[src/design/cps_pkg.sv]
// Shared types and codes of the contactor precharge sequencer.
package cps_pkg;

   localparam int unsigned TimeWidth    = 32;
   localparam int unsigned PrechgWidth  = 16;
   localparam int unsigned CsrDataWidth = 16;
   localparam int unsigned CsrIdxWidth  = 3;

   typedef enum logic [1:0] {
      CMD_IGNITION = 2'd0,
      CMD_READY    = 2'd1,
      CMD_TICK     = 2'd2,
      CMD_ESTOP    = 2'd3
   } cmd_type;

   typedef enum logic [CsrIdxWidth-1:0] {
      CSR_PRECHARGE_TIME = 3'd0,
      CSR_KEY_START      = 3'd1,
      CSR_ON_IS_HIGH     = 3'd2,
      CSR_MAIN_CHECK     = 3'd3,
      CSR_AUX_CHECK      = 3'd4
   } csr_index_type;

   typedef struct packed {
      logic [1:0]           command;
      logic [TimeWidth-1:0] now_ms;
      logic [1:0]           ignition_position;
      logic                 vehicle_ready;
      logic                 main_sense;
      logic                 aux_sense;
   } req_item_type;

   typedef struct packed {
      logic main_pin_level;
      logic aux_pin_level;
      logic main_connected;
      logic aux_connected;
      logic main_fault;
      logic aux_fault;
      logic precharge_active;
   } rsp_item_type;

endpackage

[src/design/cps_ifs.sv]
// Valid/ready channel interfaces for sequencer requests and responses.
interface cps_req_if;
   logic                  valid;
   logic                  ready;
   cps_pkg::req_item_type item;

   modport source (output valid, output item, input ready);
   modport sink   (input valid, input item, output ready);
endinterface

interface cps_rsp_if;
   logic                  valid;
   logic                  ready;
   cps_pkg::rsp_item_type item;

   modport source (output valid, output item, input ready);
   modport sink   (input valid, input item, output ready);
endinterface

[src/design/contactor_precharge_sequencer_top.sv]
// Contactor precharge sequencer: state update, result buffer and register port.
//
// Usage:
//  req_ch carries one item per event: ignition change, readiness change,
//  loop tick or emergency off, with a ms time stamp and the sensed levels.
//  rsp_ch returns exactly one item per request, holding the pin levels,
//  commanded contactor states, fault flags and precharge flag after it.
//  csr_* writes a register (no read-back); write only when idle.
// Responses are registered into the head entry, or the skid entry when stalled.
// Throughput: one item per cycle unless stalled; state update is one
//  compare/subtract pass between state registers and a two-entry result buffer.
// Stall: while the receiver holds off, one more request is taken into the
//  second buffer entry; then req_ch.ready drops until a response is taken.
// Reset (synchronous, active high): contactors open, flags clear, buffer
//  empty, registers at defaults (1000 ms, key start 2, active-high pins,
//  sense checks off).
module contactor_precharge_sequencer_top (
   input  logic                                 clock,
   input  logic                                 reset,
   cps_req_if.sink                              req_ch,
   cps_rsp_if.source                            rsp_ch,
   input  logic                                 csr_write_enable,
   input  logic [cps_pkg::CsrIdxWidth-1:0]      csr_index,
   input  logic [cps_pkg::CsrDataWidth-1:0]     csr_write_data
);

   // configuration
   logic [cps_pkg::PrechgWidth-1:0] prechg_time_ff;
   logic [1:0]                      key_start_ff;
   logic                            on_high_ff;
   logic                            main_chk_ff;
   logic                            aux_chk_ff;

   // sequencing state
   logic                          main_drv_ff, main_drv_in;
   logic                          aux_drv_ff, aux_drv_in;
   logic                          main_conn_ff, main_conn_in;
   logic                          aux_conn_ff, aux_conn_in;
   logic                          main_flt_ff, main_flt_in;
   logic                          aux_flt_ff, aux_flt_in;
   logic                          prechg_ff, prechg_in;
   logic [cps_pkg::TimeWidth-1:0] prechg_start_ff, prechg_start_in;

   // result buffer
   logic                  out_valid_ff, out_valid_in;
   logic                  skid_valid_ff, skid_valid_in;
   cps_pkg::rsp_item_type out_item_ff, out_item_in;
   cps_pkg::rsp_item_type skid_item_ff, skid_item_in;
   cps_pkg::rsp_item_type new_item;

   logic                          accept;
   logic                          pop;
   logic [cps_pkg::TimeWidth-1:0] elapsed;

   assign req_ch.ready = !skid_valid_ff;
   assign accept       = req_ch.valid && req_ch.ready;
   assign pop          = out_valid_ff && rsp_ch.ready;
   assign rsp_ch.valid = out_valid_ff;
   assign rsp_ch.item  = out_item_ff;
   assign elapsed      = req_ch.item.now_ms - prechg_start_ff;

   always_ff @(posedge clock) begin
      if (reset) begin
         prechg_time_ff <= cps_pkg::PrechgWidth'(1000);
         key_start_ff   <= 2'd2;
         on_high_ff     <= 1'b1;
         main_chk_ff    <= 1'b0;
         aux_chk_ff     <= 1'b0;
      end else if (csr_write_enable) begin
         case (csr_index)
            cps_pkg::CSR_PRECHARGE_TIME: prechg_time_ff <= csr_write_data;
            cps_pkg::CSR_KEY_START:      key_start_ff   <= csr_write_data[1:0];
            cps_pkg::CSR_ON_IS_HIGH:     on_high_ff     <= csr_write_data[0];
            cps_pkg::CSR_MAIN_CHECK:     main_chk_ff    <= csr_write_data[0];
            cps_pkg::CSR_AUX_CHECK:      aux_chk_ff     <= csr_write_data[0];
            default: ;
         endcase
      end
   end

   always_comb begin
      main_drv_in     = main_drv_ff;
      aux_drv_in      = aux_drv_ff;
      main_conn_in    = main_conn_ff;
      aux_conn_in     = aux_conn_ff;
      main_flt_in     = main_flt_ff;
      aux_flt_in      = aux_flt_ff;
      prechg_in       = prechg_ff;
      prechg_start_in = prechg_start_ff;
      case (cps_pkg::cmd_type'(req_ch.item.command))
         cps_pkg::CMD_IGNITION: begin
            if (req_ch.item.ignition_position == key_start_ff &&
                req_ch.item.vehicle_ready && !main_conn_ff) begin
               aux_drv_in      = 1'b1;
               aux_conn_in     = 1'b1;
               prechg_in       = 1'b1;
               prechg_start_in = req_ch.item.now_ms;
            end else if (req_ch.item.ignition_position < key_start_ff) begin
               main_drv_in  = 1'b0;
               aux_drv_in   = 1'b0;
               main_conn_in = 1'b0;
               aux_conn_in  = 1'b0;
            end
         end
         cps_pkg::CMD_READY: begin
            if (!req_ch.item.vehicle_ready) begin
               main_drv_in  = 1'b0;
               aux_drv_in   = 1'b0;
               main_conn_in = 1'b0;
               aux_conn_in  = 1'b0;
            end
         end
         cps_pkg::CMD_TICK: begin
            if (prechg_ff &&
                elapsed > {{(cps_pkg::TimeWidth-cps_pkg::PrechgWidth){1'b0}},
                           prechg_time_ff}) begin
               prechg_in    = 1'b0;
               main_drv_in  = 1'b1;
               main_conn_in = 1'b1;
               aux_drv_in   = 1'b0;
               aux_conn_in  = 1'b0;
            end
            if (main_chk_ff) begin
               if ((req_ch.item.main_sense == on_high_ff) != main_conn_in) begin
                  main_drv_in = 1'b0;
                  main_flt_in = 1'b1;
               end else begin
                  main_flt_in = 1'b0;
               end
            end
            if (aux_chk_ff) begin
               if ((req_ch.item.aux_sense == on_high_ff) != aux_conn_in) begin
                  aux_drv_in = 1'b0;
                  aux_flt_in = 1'b1;
               end else begin
                  aux_flt_in = 1'b0;
               end
            end
         end
         cps_pkg::CMD_ESTOP: begin
            main_drv_in  = 1'b0;
            aux_drv_in   = 1'b0;
            main_conn_in = 1'b0;
            aux_conn_in  = 1'b0;
         end
         default: begin
            main_drv_in  = 1'b0;
            aux_drv_in   = 1'b0;
            main_conn_in = 1'b0;
            aux_conn_in  = 1'b0;
         end
      endcase

      new_item.main_pin_level   = main_drv_in ? on_high_ff : !on_high_ff;
      new_item.aux_pin_level    = aux_drv_in ? on_high_ff : !on_high_ff;
      new_item.main_connected   = main_conn_in;
      new_item.aux_connected    = aux_conn_in;
      new_item.main_fault       = main_flt_in;
      new_item.aux_fault        = aux_flt_in;
      new_item.precharge_active = prechg_in;
   end

   always_ff @(posedge clock) begin
      if (reset) begin
         main_drv_ff     <= 1'b0;
         aux_drv_ff      <= 1'b0;
         main_conn_ff    <= 1'b0;
         aux_conn_ff     <= 1'b0;
         main_flt_ff     <= 1'b0;
         aux_flt_ff      <= 1'b0;
         prechg_ff       <= 1'b0;
         prechg_start_ff <= '0;
      end else if (accept) begin
         main_drv_ff     <= main_drv_in;
         aux_drv_ff      <= aux_drv_in;
         main_conn_ff    <= main_conn_in;
         aux_conn_ff     <= aux_conn_in;
         main_flt_ff     <= main_flt_in;
         aux_flt_ff      <= aux_flt_in;
         prechg_ff       <= prechg_in;
         prechg_start_ff <= prechg_start_in;
      end
   end

   // two-entry result buffer: skid entry fills only while the head is stalled
   always_comb begin
      out_valid_in  = out_valid_ff;
      skid_valid_in = skid_valid_ff;
      out_item_in   = out_item_ff;
      skid_item_in  = skid_item_ff;
      if (skid_valid_ff) begin
         if (pop) begin
            out_item_in   = skid_item_ff;
            skid_valid_in = 1'b0;
         end
      end else begin
         out_valid_in = out_valid_ff && !pop;
         if (accept) begin
            if (out_valid_in) begin
               skid_item_in  = new_item;
               skid_valid_in = 1'b1;
            end else begin
               out_item_in  = new_item;
               out_valid_in = 1'b1;
            end
         end
      end
   end

   always_ff @(posedge clock) begin
      if (reset) begin
         out_valid_ff  <= 1'b0;
         skid_valid_ff <= 1'b0;
      end else begin
         out_valid_ff  <= out_valid_in;
         skid_valid_ff <= skid_valid_in;
      end
   end

   always_ff @(posedge clock) begin
      out_item_ff  <= out_item_in;
      skid_item_ff <= skid_item_in;
   end

endmodule

[src/flat_wrapper.sv]
// flat-port wrapper written by rule: the top's interface ports become plain ports
module contactor_precharge_sequencer_top_flat 
  (clock, reset, csr_write_enable, csr_index, csr_write_data, req_ch_valid, req_ch_item, req_ch_ready, rsp_ch_valid, rsp_ch_item, rsp_ch_ready);
  cps_req_if req_ch_i ();
  cps_rsp_if rsp_ch_i ();
  input  logic clock;
  input  logic reset;
  input  logic csr_write_enable;
  input  logic [cps_pkg::CsrIdxWidth-1:0] csr_index;
  input  logic [cps_pkg::CsrDataWidth-1:0] csr_write_data;
  input wire logic [$bits(req_ch_i.valid)-1:0] req_ch_valid;
  input wire logic [$bits(req_ch_i.item)-1:0] req_ch_item;
  output wire logic [$bits(req_ch_i.ready)-1:0] req_ch_ready;
  output wire logic [$bits(rsp_ch_i.valid)-1:0] rsp_ch_valid;
  output wire logic [$bits(rsp_ch_i.item)-1:0] rsp_ch_item;
  input wire logic [$bits(rsp_ch_i.ready)-1:0] rsp_ch_ready;
  assign req_ch_i.valid = req_ch_valid;
  assign req_ch_i.item = req_ch_item;
  assign req_ch_ready = req_ch_i.ready;
  assign rsp_ch_valid = rsp_ch_i.valid;
  assign rsp_ch_item = rsp_ch_i.item;
  assign rsp_ch_i.ready = rsp_ch_ready;
  contactor_precharge_sequencer_top u_core (.clock(clock), .reset(reset), .req_ch(req_ch_i), .rsp_ch(rsp_ch_i), .csr_write_enable(csr_write_enable), .csr_index(csr_index), .csr_write_data(csr_write_data));
endmodule
[config.mk]
export PLATFORM = sky130hd
export DESIGN_NAME = contactor_precharge_sequencer_top_flat
export DESIGN_NICKNAME = d
export VERILOG_FILES = /design/src/design/cps_pkg.sv /design/src/design/cps_ifs.sv /design/src/design/contactor_precharge_sequencer_top.sv /design/src/flat_wrapper.sv
export SDC_FILE = /design/constraint.sdc
export NUM_CORES = 1
export LEC_CHECK = 0
export BUFFER_PORTS_ARGS = -buffer_cell sky130_fd_sc_hd__buf_2
export CORE_AREA = 2 2 107 109
export DETAILED_ROUTE_END_ITERATION = 8
export DIE_AREA = 0 0 109 111
export PLACE_DENSITY = 0.87
export SKIP_LAST_GASP = 1
export SLEW_MARGIN = 15
export SYNTH_ARGS = -nofsm -noshare
export SYNTH_HDL_FRONTEND = slang
export SYNTH_SLANG_ARGS = --single-unit
[constraint.sdc]
create_clock -name clock -period 5.15 [get_ports clock]
set_input_delay 1.2875 -clock clock [delete_from_list [all_inputs] [get_ports clock]]
set_output_delay 1.2875 -clock clock [all_outputs]
set_load 0.03 [all_outputs]
==> metrics.md, run 1 <==
| Metric | Value |
|---|---|
| Least-Margin Pin Slew | between 1 and 1.5 ns |
| Buf+Inv Stages, Crit Path | 3 |
| Share of cells above drive strength 1 | 0.234 |
| Pre-CTS setup slack | -0.458 ns |
| Clock skew | 0.00980 ns |
| Synth top area share | 0.219 |
| Final net count | roughly 960 |
| Number of synthesized flops with an enable pin | 14 |
| Fin area | between 7000 and 8000 µm² |
| GR Layer Usage met2 | 0.406 |
| Clock transition at path regs | about 0.060 ns |
| Max-cap violations | 0 |
| Hold Vio Cnt, Final | 0 |
| Failing checks | setup timing |
| IO Count | 72 |
| Worst path slowest cell | or4_4 |
| Switching share of power | 0.283 |
| Synth cell types | 70 |
| Most used DFF post-synth | dfxtp_1 |
| Mapped Area | roughly 5700 µm² |
| Power Internal | about 1.2 mW |
| Crit path kind | input port to flip-flop |
| Cell taking the most area after synthesis | dfxtp_1 |
| Hpwl dp | slightly above 10000 µm |
| Register area share after synthesis | 0.293 |
| Dominant cells by area after synthesis | dfxtp_1 22%, ha_1 11%, nand2_1 9.7% |
| Max FO, Critical Path | 6 |
| RSZ-0062 raised after global routing | true |
| R2R setup slack | 0.66 ns |
| Maximum vdd drop | 153 µV |
| First-pass GRT wire length | ~23000 µm |
| Vias in the first global route | slightly above 5000 |
| Post-Synth XOR/XNOR Area | 0.0356 |
| Status | finished with violations |
| CP required | 5.25 ns |
| CTS Buffer Depth | 2 |
| Grt ovf | 0 |
| Flops & latches, synth | 76 |
| Slew HR | 0.222 |
| Register Area | approximately 1700 µm² |
| CTS tree | built |
| Leak | ~2.8 nW |
| Die Area | ~12000 µm² |
| Core area | 11100 µm² |
| Synthesized instance count | around 750 |
| Filler cells | about 900 |
| Psw | 0.480 mW |
| Power per cell area | roughly 240 nW/µm² |
| First DRT Iteration DRCs | between 200 and 250 |
| Worst Setup Start Kind | input port |
| Cell Area, Placed | between 6000 and 7000 µm² |
| IO buf count | ~70 |
| Synth Warn # | 0 |
| Skew-Pair Late Insertion Delay | approximately 0.34 ns |
| Nature of the critical path endpoint | flip-flop |
| Total GRT Usage | 0.239 |
| Vias | around 5600 |
| Global-route met3 utilization | 0.0423 |
| Part of the power in registers | 0.371 |
| Clock share of power | 0.406 |
| Worst Path Arrival | ~5.3 ns |
| Antenna Violating Nets Remaining | 0 |
| Complex-gate fraction of the synthesized area | 0.242 |
| ANT cells | 0 |
| Die height | between 100 and 150 µm |
| Final Critical Period | slightly above 5 ns |
| Fin crit share | 1.01 |
| Crit-path cells | buf_2, ha_4, nand2_1, a21boi_2, o21ai_2, o21a_1, nor2_1, nor2_1, xnor2_1, ha_1, nand4_1, buf_4, a21oi_1, or4_4, a21oi_2, nand4_1, nor4_4, nand3_4, buf_4, nand2_2, o21ai_1, mux2_2 |
| M1 GR Usage | 0.296 |
| CTS Root Cell | clkbuf_16 |
| Combinational Power Share | 0.223 |
| Mean number of vias per cell | 5.62 |
| Detailed Route WL | between 10000 and 15000 µm |
| CP peak stage delay | between 0.5 and 0.6 ns |
| PnR worst setup slack | -0.0260 ns |
| Initial antenna violation count | 0 |
| H-Tree Depth | 3 |
| Rows | 39 |
| Area of the multi-input gates | between 3000 and 4000 µm² |
| Post-Synth Simple-Gate Area | 0.227 |
| Routed wire length per instance | between 10 and 15 µm |
| Setup violators final | 1 |
| Gr busiest metal | met2 |
| Area growth from synthesis to layout | 23.8% |
| Multiplexer share of the synthesized area | 0.0247 |
| Largest net degree at the start of global routing | 56 |
| Final Util | 0.633 |
| Final GP Congestion | ~0.9 |
| Hold Path Class | flip-flop to flip-flop |
| DRC | 0 |
| Hold Buf Count CTS | 0 |
| Router iterations before antenna repair | 5 |
| Main combinational cell family by area after synthesis | compound AO/OA/AOI/OAI gates |
| CTS buffer count | 9 |
| Syn Nets | roughly 860 |
| Top Family by Delay on Critical Path | simple AND/OR/NAND/NOR gates |
| Pins Over Slew Limit | 0 |
| Die X | ~110 µm |
| CTS Sinks | 76 |
| Fmax | roughly 190 MHz |
| Initial Utilization | 0.511 |
| Mean Syn Cell Area | 7.60 µm² |
| Async set-reset flop share out of synthesis | 0 |
| Post-Synth Adder-Cell Area | 0.112 |
==> tightest hold or removal path: stages, from the launching register on <==
cell and delay, ns:
dfxtp_1 0.31, nand2_1 0.05, a21oi_1 0.05
==> path summary, 6_finish.rpt <==
kind | from | depth (start not counted) | to
worst max-delay path | req_ch_item[11] | 22 | u_core.rsp_ch.item[4]
worst min-delay path | u_core.prechg_start_ff[17] | 2 | u_core.prechg_start_ff[17]
worst max register to register | u_core.prechg_start_ff[4] | 22 | u_core.rsp_ch.item[4]
worst min register to register | u_core.prechg_start_ff[17] | 2 | u_core.prechg_start_ff[17]
==> cell usage in the layout (no fill, tap or decap), types with 8 or more instances in the layout <==
master / synthesis / layout
a21o_1: 11 / 11
a21oi_1: 92 / 87
a21oi_2: 9 / 11
buf_2: 7 / 68
buf_4: 0 / 53
clkbuf_16: 0 / 9
dfxtp_1: 62 / 62
edfxtp_1: 14 / 14
ha_1: 49 / 41
ha_4: 0 / 8
inv_1: 64 / 62
mux2i_1: 8 / 8
nand2_1: 146 / 144
nand3_1: 13 / 13
nand4_1: 14 / 14
nor2_1: 41 / 41
nor3_1: 14 / 13
o211ai_1: 12 / 12
o21ai_0: 20 / 17
o21ai_1: 12 / 14
xnor2_1: 12 / 12
xor2_1: 11 / 10
==> sequential cells by signal, summed over array words and instances, names as in the netlist <==
register                flops
u_core.skid_valid_ff        1
u_core.prechg_start_ff     32
u_core.on_high_ff           1
u_core.main_drv_ff          1
u_core.key_start_ff         2
u_core.aux_conn_ff          1
u_core.rsp_ch.item          7
u_core.main_flt_ff          1
u_core.main_chk_ff          1
u_core.skid_item_ff         7
u_core.rsp_ch.valid         1
u_core.prechg_ff            1
u_core.main_conn_ff         1
u_core.aux_flt_ff           1
u_core.prechg_time_ff      16
u_core.aux_chk_ff           1
u_core.aux_drv_ff           1
==> power by group through the flow <==
stage | combinational (mW) | sequential, mW | clock (mW)
4_1_cts | 0.348 | 0.628 | 0.693
2_1_floorplan | 0.220 | 0.650 | 0
3_5_place_dp | 0.343 | 0.641 | 0
5_1_grt | 0.416 | 0.629 | 0.724
3_3_place_gp | 0.337 | 0.640 | 0
6_report | 0.378 | 0.628 | 0.687
==> metal layers <==
| metal | part of all wire | routed length, µm | vias to the layer above |
|---|---|---|---|
| met5 | 0 | 0 | - |
| met4 | 0.028 | 416 | 0 |
| li1 | - | - | 2827 |
| met2 | 0.49 | 7270 | 162 |
| met3 | 0.050 | 734 | 39 |
| met1 | 0.43 | 6280 | 2582 |
==> layout make-up <==
class / count / area share
Clock inverter: 5 / 0.0123
Tap cell: 143 / 0.0255
Sequential cell: 76 / 0.237
Clock buffer: 11 / 0.0332
Inverter: 65 / 0.0359
Multi-Input combinational cell: 574 / 0.546
Timing Repair Buffer: 124 / 0.111
==> synth_stat cells (13+ instances only) <==
master / n
nor3_1: 14
clkbuf_1: 21
a21oi_1: 92
o21ai_0: 20
edfxtp_1: 14
nor2_1: 41
inv_1: 64
nand4_1: 14
ha_1: 49
nand2_1: 146
nand3_1: 13
dfxtp_1: 62
==> stage by stage <==
step / instances / TNS [ns] / hold WS (ns) / total power, mW
floorplan: 745 / -0.150 / 0.436 / 0.870
detailed placement: 976 / -5.26 / 0.446 / 0.984
finish: 998 / -0.0260 / 0.453 / 1.69
CTS: 992 / 0 / 0.454 / 1.67
global placement: 976 / -3.79 / 0.442 / 0.977
global route: 998 / -1.82 / 0.469 / 1.77
==> cell families after synthesis <==
group	count (synthesis)
AOI/OAI and AO/OA	212
DFF	76
adders and majority gates	50
muxes	13
xor gates and xnor gates	23
and+or+nand+nor	276
buffers and inverters	95
==> what timing repair did <==
item,4_1_cts,5_1_grt
resized for setup,2,31
setup endpoints to repair,8,16
cloned,0,0
buffers inserted,0,6
pin swaps,7,32
Power figures use the tool's default switching activity.
==> run 2, diff against run 1 <==
- CORE_AREA: 2 2 107 109 -> 2 2 101 103
- DIE_AREA: 0 0 109 111 -> 0 0 103 105
- PLACE_DENSITY: 0.87 -> 0.91
- clock period: 5.15 -> 5 ns (I/O delays scaled with it)
==> metrics.md, run 2 (synthesis results as in run 1) <==
| Metric | Value |
|---|---|
| Status | finished with violations |
| Failing checks | setup timing |
| Router iterations before antenna repair | 5 (unchanged) |
| Worst Path Arrival | 5.30 ns (+0.03 ns) |
| Die height | 105 µm (-5.4%) |
| Fin crit share | 1.04 |
| Worst setup endpoint | u_core.rsp_ch.item[2] |
| Critical Path Most Common Cell | a21oi_2 |
| Pins Over Slew Limit | 0 (unchanged) |
| H-Tree Depth | 3 (unchanged) |
| DRC | 0 (unchanged) |
| Leak | 2.75 nW (-1.1%) |
| Rows | 36 (-7.7%) |
| Clock transition at path regs | 0.09 ns (+0.03 ns) |
| Crit path kind | input port to flip-flop |
| Mean number of vias per cell | 5.85 (+4.0%) |
| Critical R2R Capture | u_core.rsp_ch.item[2] |
| Total Neg Setup Slack | -0.758 ns (-0.732 ns) |
| IO Count | 72 (unchanged) |
| Largest net degree at the start of global routing | 56 (unchanged) |
| Slew HR | 0.293 (+0.0706) |
| Largest register FFs | 32 (unchanged) |
| Final net count | 973 (+1.0%) |
| CTS Buffer Depth | 2 (unchanged) |
| ANT cells | 0 (unchanged) |
| Hold Vio Cnt, Final | 0 (unchanged) |
| Hpwl dp | 10500 µm (+2.6%) |
| Hold Path Class | flip-flop to flip-flop |
| Die X | 103 µm (-5.5%) |
| Commonest non-fill, non-tap cells in the layout | 145 x nand2_1, 87 x a21oi_1, 70 x buf_2 |
| Placed Cells | 976 (unchanged) |
| CTS buffer count | 9 (unchanged) |
| First DRT Iteration DRCs | 396 (+77%) |
| Detailed Route WL | 14800 µm (+0.73%) |
| Initial antenna violation count | 0 (unchanged) |
| Crit path from | req_ch_item[5] |
| Hold Startpoint | u_core.prechg_start_ff[14] |
| Nature of the critical path endpoint | flip-flop |
| Worst Hold Depth | 2 (unchanged) |
| Worst hold slack | 0.458 ns (+0.00461 ns) |
| Commonest non-fill, non-tap cell in the layout | nand2_1 |
| Final Critical Period | a little over 5 ns |
| Clock skew | 0.00927 ns (-0.000528 ns) |
| CTS Sinks | 76 (unchanged) |
| Max FO, Critical Path | 5 (-1) |
| Skew-Pair Late Insertion Delay | 0.38 ns (+0.04 ns) |
| Antenna Violating Nets Remaining | 0 (unchanged) |
| Setup violators final | 9 (+8) |
| Die Area | 10800 µm² (-11%) |
| R2R setup slack | 0.43 ns (-0.23 ns) |
| Pre-CTS setup slack | -0.588 ns (-0.130 ns) |
| Least-Margin Pin Slew | 1.06 ns (-0.103 ns) |
| Worst path slowest cell | or4_1 |
| Biggest regs | u_core.prechg_start_ff x32, u_core.prechg_time_ff x16 |
| Max-cap violations | 0 (unchanged) |
| Final GP Congestion | 0.928 (+3.1%) |
| Vias in the first global route | 5469 (+6.3%) |
| Critical R2R Launch | u_core.prechg_start_ff[1] |
| Final non-filler cell total | 998 (unchanged) |
| Area growth from synthesis to layout | 21.4% |
| CP peak stage delay | 0.55 ns (about the same) |
| IO buf count | 71 (unchanged) |
| Worst Setup Start Kind | input port |
| Hold Buf Count CTS | 0 (unchanged) |
| CTS Root Cell | clkbuf_8 |
| Share of cells above drive strength 1 | 0.237 (+0.00308) |
| Power per cell area | 216 nW/µm² (-11%) |
| Total power | 1.48 mW (-12%) |
| CP required | 5.11 ns (-0.14 ns) |
| RSZ-0062 raised after global routing | true |
| Vias | 5837 (+4.0%) |
| Initial Utilization | 0.588 (+0.0763) |
| Largest Register | u_core.prechg_start_ff |
| Filler cells | 767 (-15%) |
| Routed wire length per instance | 14.8 µm (+0.73%) |
| Reg2reg path depth | 21 (-4.5%) |
| PnR worst setup slack | -0.194 ns (-0.168 ns) |
| Maximum vdd drop | 153 µV (-0.25%) |
| Total GRT Usage | 0.265 (+0.0265) |
| First-pass GRT wire length | 23500 µm (+0.68%) |
| CTS tree | built |
| Crit-path cells | buf_8, inv_8, ha_4, fa_2, nand2b_4, a21oi_4, o21a_1, o21ai_2, a21oi_1, nor2b_1, xnor2_1, ha_1, nand4_1, or2_4, a21oi_2, or4_1, a21oi_2, nand4_1, nor4_4, nand3_4, a21oi_2, mux2i_1, a31oi_1 |
| Fmax | about 190 MHz |
| Grt ovf | 0 (unchanged) |
| Core area | 9640 µm² (-13%) |
run 2: worst min path at each step:
stage          slack (ns)                    endpoint
2_1_floorplan        0.44  u_core.prechg_start_ff[10]
3_3_place_gp         0.44   u_core.prechg_start_ff[3]
3_5_place_dp         0.45  u_core.prechg_start_ff[14]
4_1_cts              0.46  u_core.prechg_start_ff[14]
5_1_grt              0.48   u_core.prechg_time_ff[13]
6_report             0.46  u_core.prechg_start_ff[14]
run 2: area by class of cell:
type                       count  area [µm²]  area share
clock inverter                 7        48.8     0.00710
sequential                    76        1660       0.242
tap                          133         166      0.0242
clock buffer                   9         124      0.0180
inverter                      65         251      0.0366
timing repair buffer         134         838       0.122
multi-input combinational    574        3780       0.550
run 2: per-layer routing:
layer,up-vias,GRT usage,routed length (µm)
met5,-,0,0
met4,0,0.0996,372
met3,46,0.0482,886
met2,246,0.461,7410
met1,2710,0.320,6130
li1,2835,-,-
run 2: timing repair:
item,4_1_cts,5_1_grt
gates resized for setup,1,21
buffers inserted,2,4
setup endpoints to repair,13,17
pin swaps,9,14
run 2: where the power goes:
part / total (mW) / internal, mW / switching, mW
logic: 0.387 / 0.168 / 0.219
clock network: 0.449 / 0.182 / 0.267
registers: 0.646 / 0.638 / 0.00803
run 2: critical path, delay by kind of cell:
| kind | cells | cell delay [ns] |
|---|---|---|
| adders and majority gates | 3 | 0.80 |
| buffers and inverters | 2 | 0.12 |
| and+or+nand+nor | 8 | 1.66 |
| xor gates and xnor gates | 1 | 0.12 |
| muxes | 1 | 0.33 |
| AOI/OAI and AO/OA | 8 | 1.02 |
run 2: metrics by stage:
step / utilization / area [µm²]
2_1_floorplan: - / 5700
3_3_place_gp: 0.677 / 6530
3_5_place_dp: 0.677 / 6530
4_1_cts: 0.697 / 6720
5_1_grt: 0.713 / 6870
6_report: 0.713 / 6870
==> run 3, diff against run 2 <==
- PLACE_DENSITY: 0.91 -> 0.8
- clock period: 5 -> 6.5 ns (I/O delays scaled with it)
==> metrics.md, run 3 (synthesis results as in run 1) <==
| Metric | Value |
|---|---|
| Initial Utilization | 0.588 (unchanged) |
| Setup violators final | 0 (-9) |
| Nature of the critical path endpoint | flip-flop |
| Worst Hold Depth | 2 (unchanged) |
| Core area | 9640 µm² (unchanged) |
| Placed Cells | 920 (-5.7%) |
| Area growth from synthesis to layout | 11.1% |
| Final Critical Period | ~5.7 ns |
| Max-cap violations | 0 (unchanged) |
| ANT cells | 0 (unchanged) |
| Hold Startpoint | u_core.prechg_time_ff[13] |
| CTS buffer count | 9 (unchanged) |
| Die X | 103 µm (unchanged) |
| Critical R2R Launch | u_core.prechg_start_ff[0] |
| CTS Sinks | 76 (unchanged) |
| Largest net degree at the start of global routing | 56 (unchanged) |
| Worst hold slack | 0.458 ns (-0.0000920 ns) |
| Worst Setup Start Kind | input port |
| Worst path slowest cell | or4_1 |
| IO buf count | 71 (unchanged) |
| Total Neg Setup Slack | 0 ns (+0.758 ns) |
| Die Area | 10800 µm² (unchanged) |
| Hold Vio Cnt, Final | 0 (unchanged) |
| Routed wire length per instance | 14.2 µm (-4.1%) |
| Power per cell area | 184 nW/µm² (-15%) |
| CTS Buffer Depth | 2 (unchanged) |
| H-Tree Depth | 3 (unchanged) |
| Hpwl dp | 10100 µm (-3.9%) |
| Final GP Congestion | 0.882 (-5.0%) |
| Rows | 36 (unchanged) |
| Max FO, Critical Path | 8 (+3) |
| Commonest non-fill, non-tap cells in the layout | 146 x nand2_1, 92 x a21oi_1, 71 x buf_2 |
| Largest Register | u_core.prechg_start_ff |
| Antenna Violating Nets Remaining | 0 (unchanged) |
| Router iterations before antenna repair | 4 (-1) |
| Hold Buf Count CTS | 0 (unchanged) |
| Crit path kind | input port to flip-flop |
| Reg2reg path depth | 21 (unchanged) |
| DRC | 0 (unchanged) |
| RSZ-0062 raised after global routing | false |
| Biggest regs | u_core.prechg_start_ff x32, u_core.prechg_time_ff x16 |
| Hold Path Class | flip-flop to flip-flop |
| Mean number of vias per cell | 5.77 (-1.4%) |
| Die height | 105 µm (unchanged) |
| First-pass GRT wire length | 22700 µm (-3.2%) |
| CP peak stage delay | 0.52 ns (-0.03 ns) |
| Initial antenna violation count | 0 (unchanged) |
| Hold path endpoint | u_core.prechg_time_ff[13] |
| R2R setup slack | 1.83 ns (+1.40 ns) |
| Maximum vdd drop | 144 µV (-5.4%) |
| Critical R2R Capture | u_core.rsp_ch.item[2] |
| PostCTS Resize Cnt | 0 (-1) |
| Commonest non-fill, non-tap cell in the layout | nand2_1 |
| Vias | 5397 (-7.5%) |
| Total power | 1.16 mW (-22%) |
| Grt ovf | 0 (unchanged) |
| Skew-Pair Late Insertion Delay | 0.37 ns (about the same) |
| Largest register FFs | 32 (unchanged) |
| Crit path from | req_ch_item[5] |
| Detailed Route WL | 13300 µm (-10%) |
| Fmax | ~170 MHz |
| Leak | 2.47 nW (-10%) |
| Pins Over Slew Limit | 0 (unchanged) |
| CTS Root Cell | clkbuf_8 |
| Crit-path cells | buf_2, inv_1, ha_1, fa_1, nand2b_1, a21oi_2, o21a_1, o21ai_0, a21oi_1, nor2b_1, xnor2_1, ha_1, nand4_1, or2_1, a211oi_1, or4_1, a21oi_1, nand4_1, nor4_4, nand3_4, a21oi_2, mux2i_1, a31oi_1 |
| Final net count | 911 (-6.4%) |
| Least-Margin Pin Slew | 1.10 ns (+0.0389 ns) |
| Clock skew | 0.00794 ns (-0.00133 ns) |
| Final non-filler cell total | 936 (-6.2%) |
| Vias in the first global route | 5188 (-5.1%) |
| Status | finished, final reports clean |
| CP required | 6.60 ns (+1.49 ns) |
| Post-CTS Setup Repair Bufs | 0 (-2) |
| Clock transition at path regs | 0.08 ns (about the same) |
| Final Util | 0.653 (-0.0605) |
| Slew HR | 0.265 (-0.0277) |
| Fin crit share | 0.884 |
| CTS tree | built |
| Share of cells above drive strength 1 | 0.153 (-0.0838) |
| Worst Path Arrival | 5.85 ns (+0.55 ns) |
| IO Count | 72 (unchanged) |
| First DRT Iteration DRCs | 216 (-45%) |
| Total GRT Usage | 0.260 (-0.00567) |
run 3: cell types whose count changed in the layout (fill, tap and decap cells not counted), moves of 3 or more:
cell | before | now
ha_4 | 6 | 0
ha_1 | 43 | 49
buf_4 | 63 | 1
o21ai_0 | 17 | 20
a21oi_2 | 12 | 9
a21oi_1 | 87 | 92
run 3: layout make-up:
class	instances	area, µm²
timing repair buffer	72	363
inverter	65	244
multi-input combinational	574	3640
clock inverter	6	87.6
clock buffer	10	128
fill	890	3350
sequential	76	1660
tap	133	166
run 3: worst max path at each step:
stage	to	slack (ns)
finish	u_core.rsp_ch.item[2]	0.76
global route	u_core.rsp_ch.item[2]	0.33
CTS	u_core.rsp_ch.item[2]	0.76
detailed placement	u_core.rsp_ch.item[2]	0.38
global placement	u_core.rsp_ch.item[2]	0.49
floorplan	u_core.rsp_ch.item[6]	0.84
run 3: critical path: cells and delay by family:
family	cells	cell delay, ns
buf+inv	2	0.14
mux	1	0.24
fa+ha+maj	3	0.91
compound gates	8	1.18
simple gates	8	1.64
xor+xnor	1	0.13
run 3: per-layer routing:
metal	part of all wire	GRT usage	routed length (µm)	up-vias
li1	-	-	-	2719
met1	0.44	0.324	5850	2480
met2	0.49	0.437	6500	168
met3	0.049	0.0522	652	30
met4	0.023	0.0940	309	0
met5	0	0	0	-
run 3: stage by stage:
| stage | area (µm²) | setup WS (ns) |
|---|---|---|
| floorplan | 5660 | 0.845 |
| global placement | 6070 | 0.488 |
| detailed placement | 6070 | 0.376 |
| CTS | 6280 | 0.762 |
| global route | 6290 | 0.335 |
| finish | 6290 | 0.757 |
run 3: power by group:
group	switching [mW]	internal, mW	leakage (nW)
Clock	0.194	0.217	0.111
Combinational	0.152	0.0986	1.72
Sequential	0.00592	0.491	0.641
Total	0.353	0.807	2.47
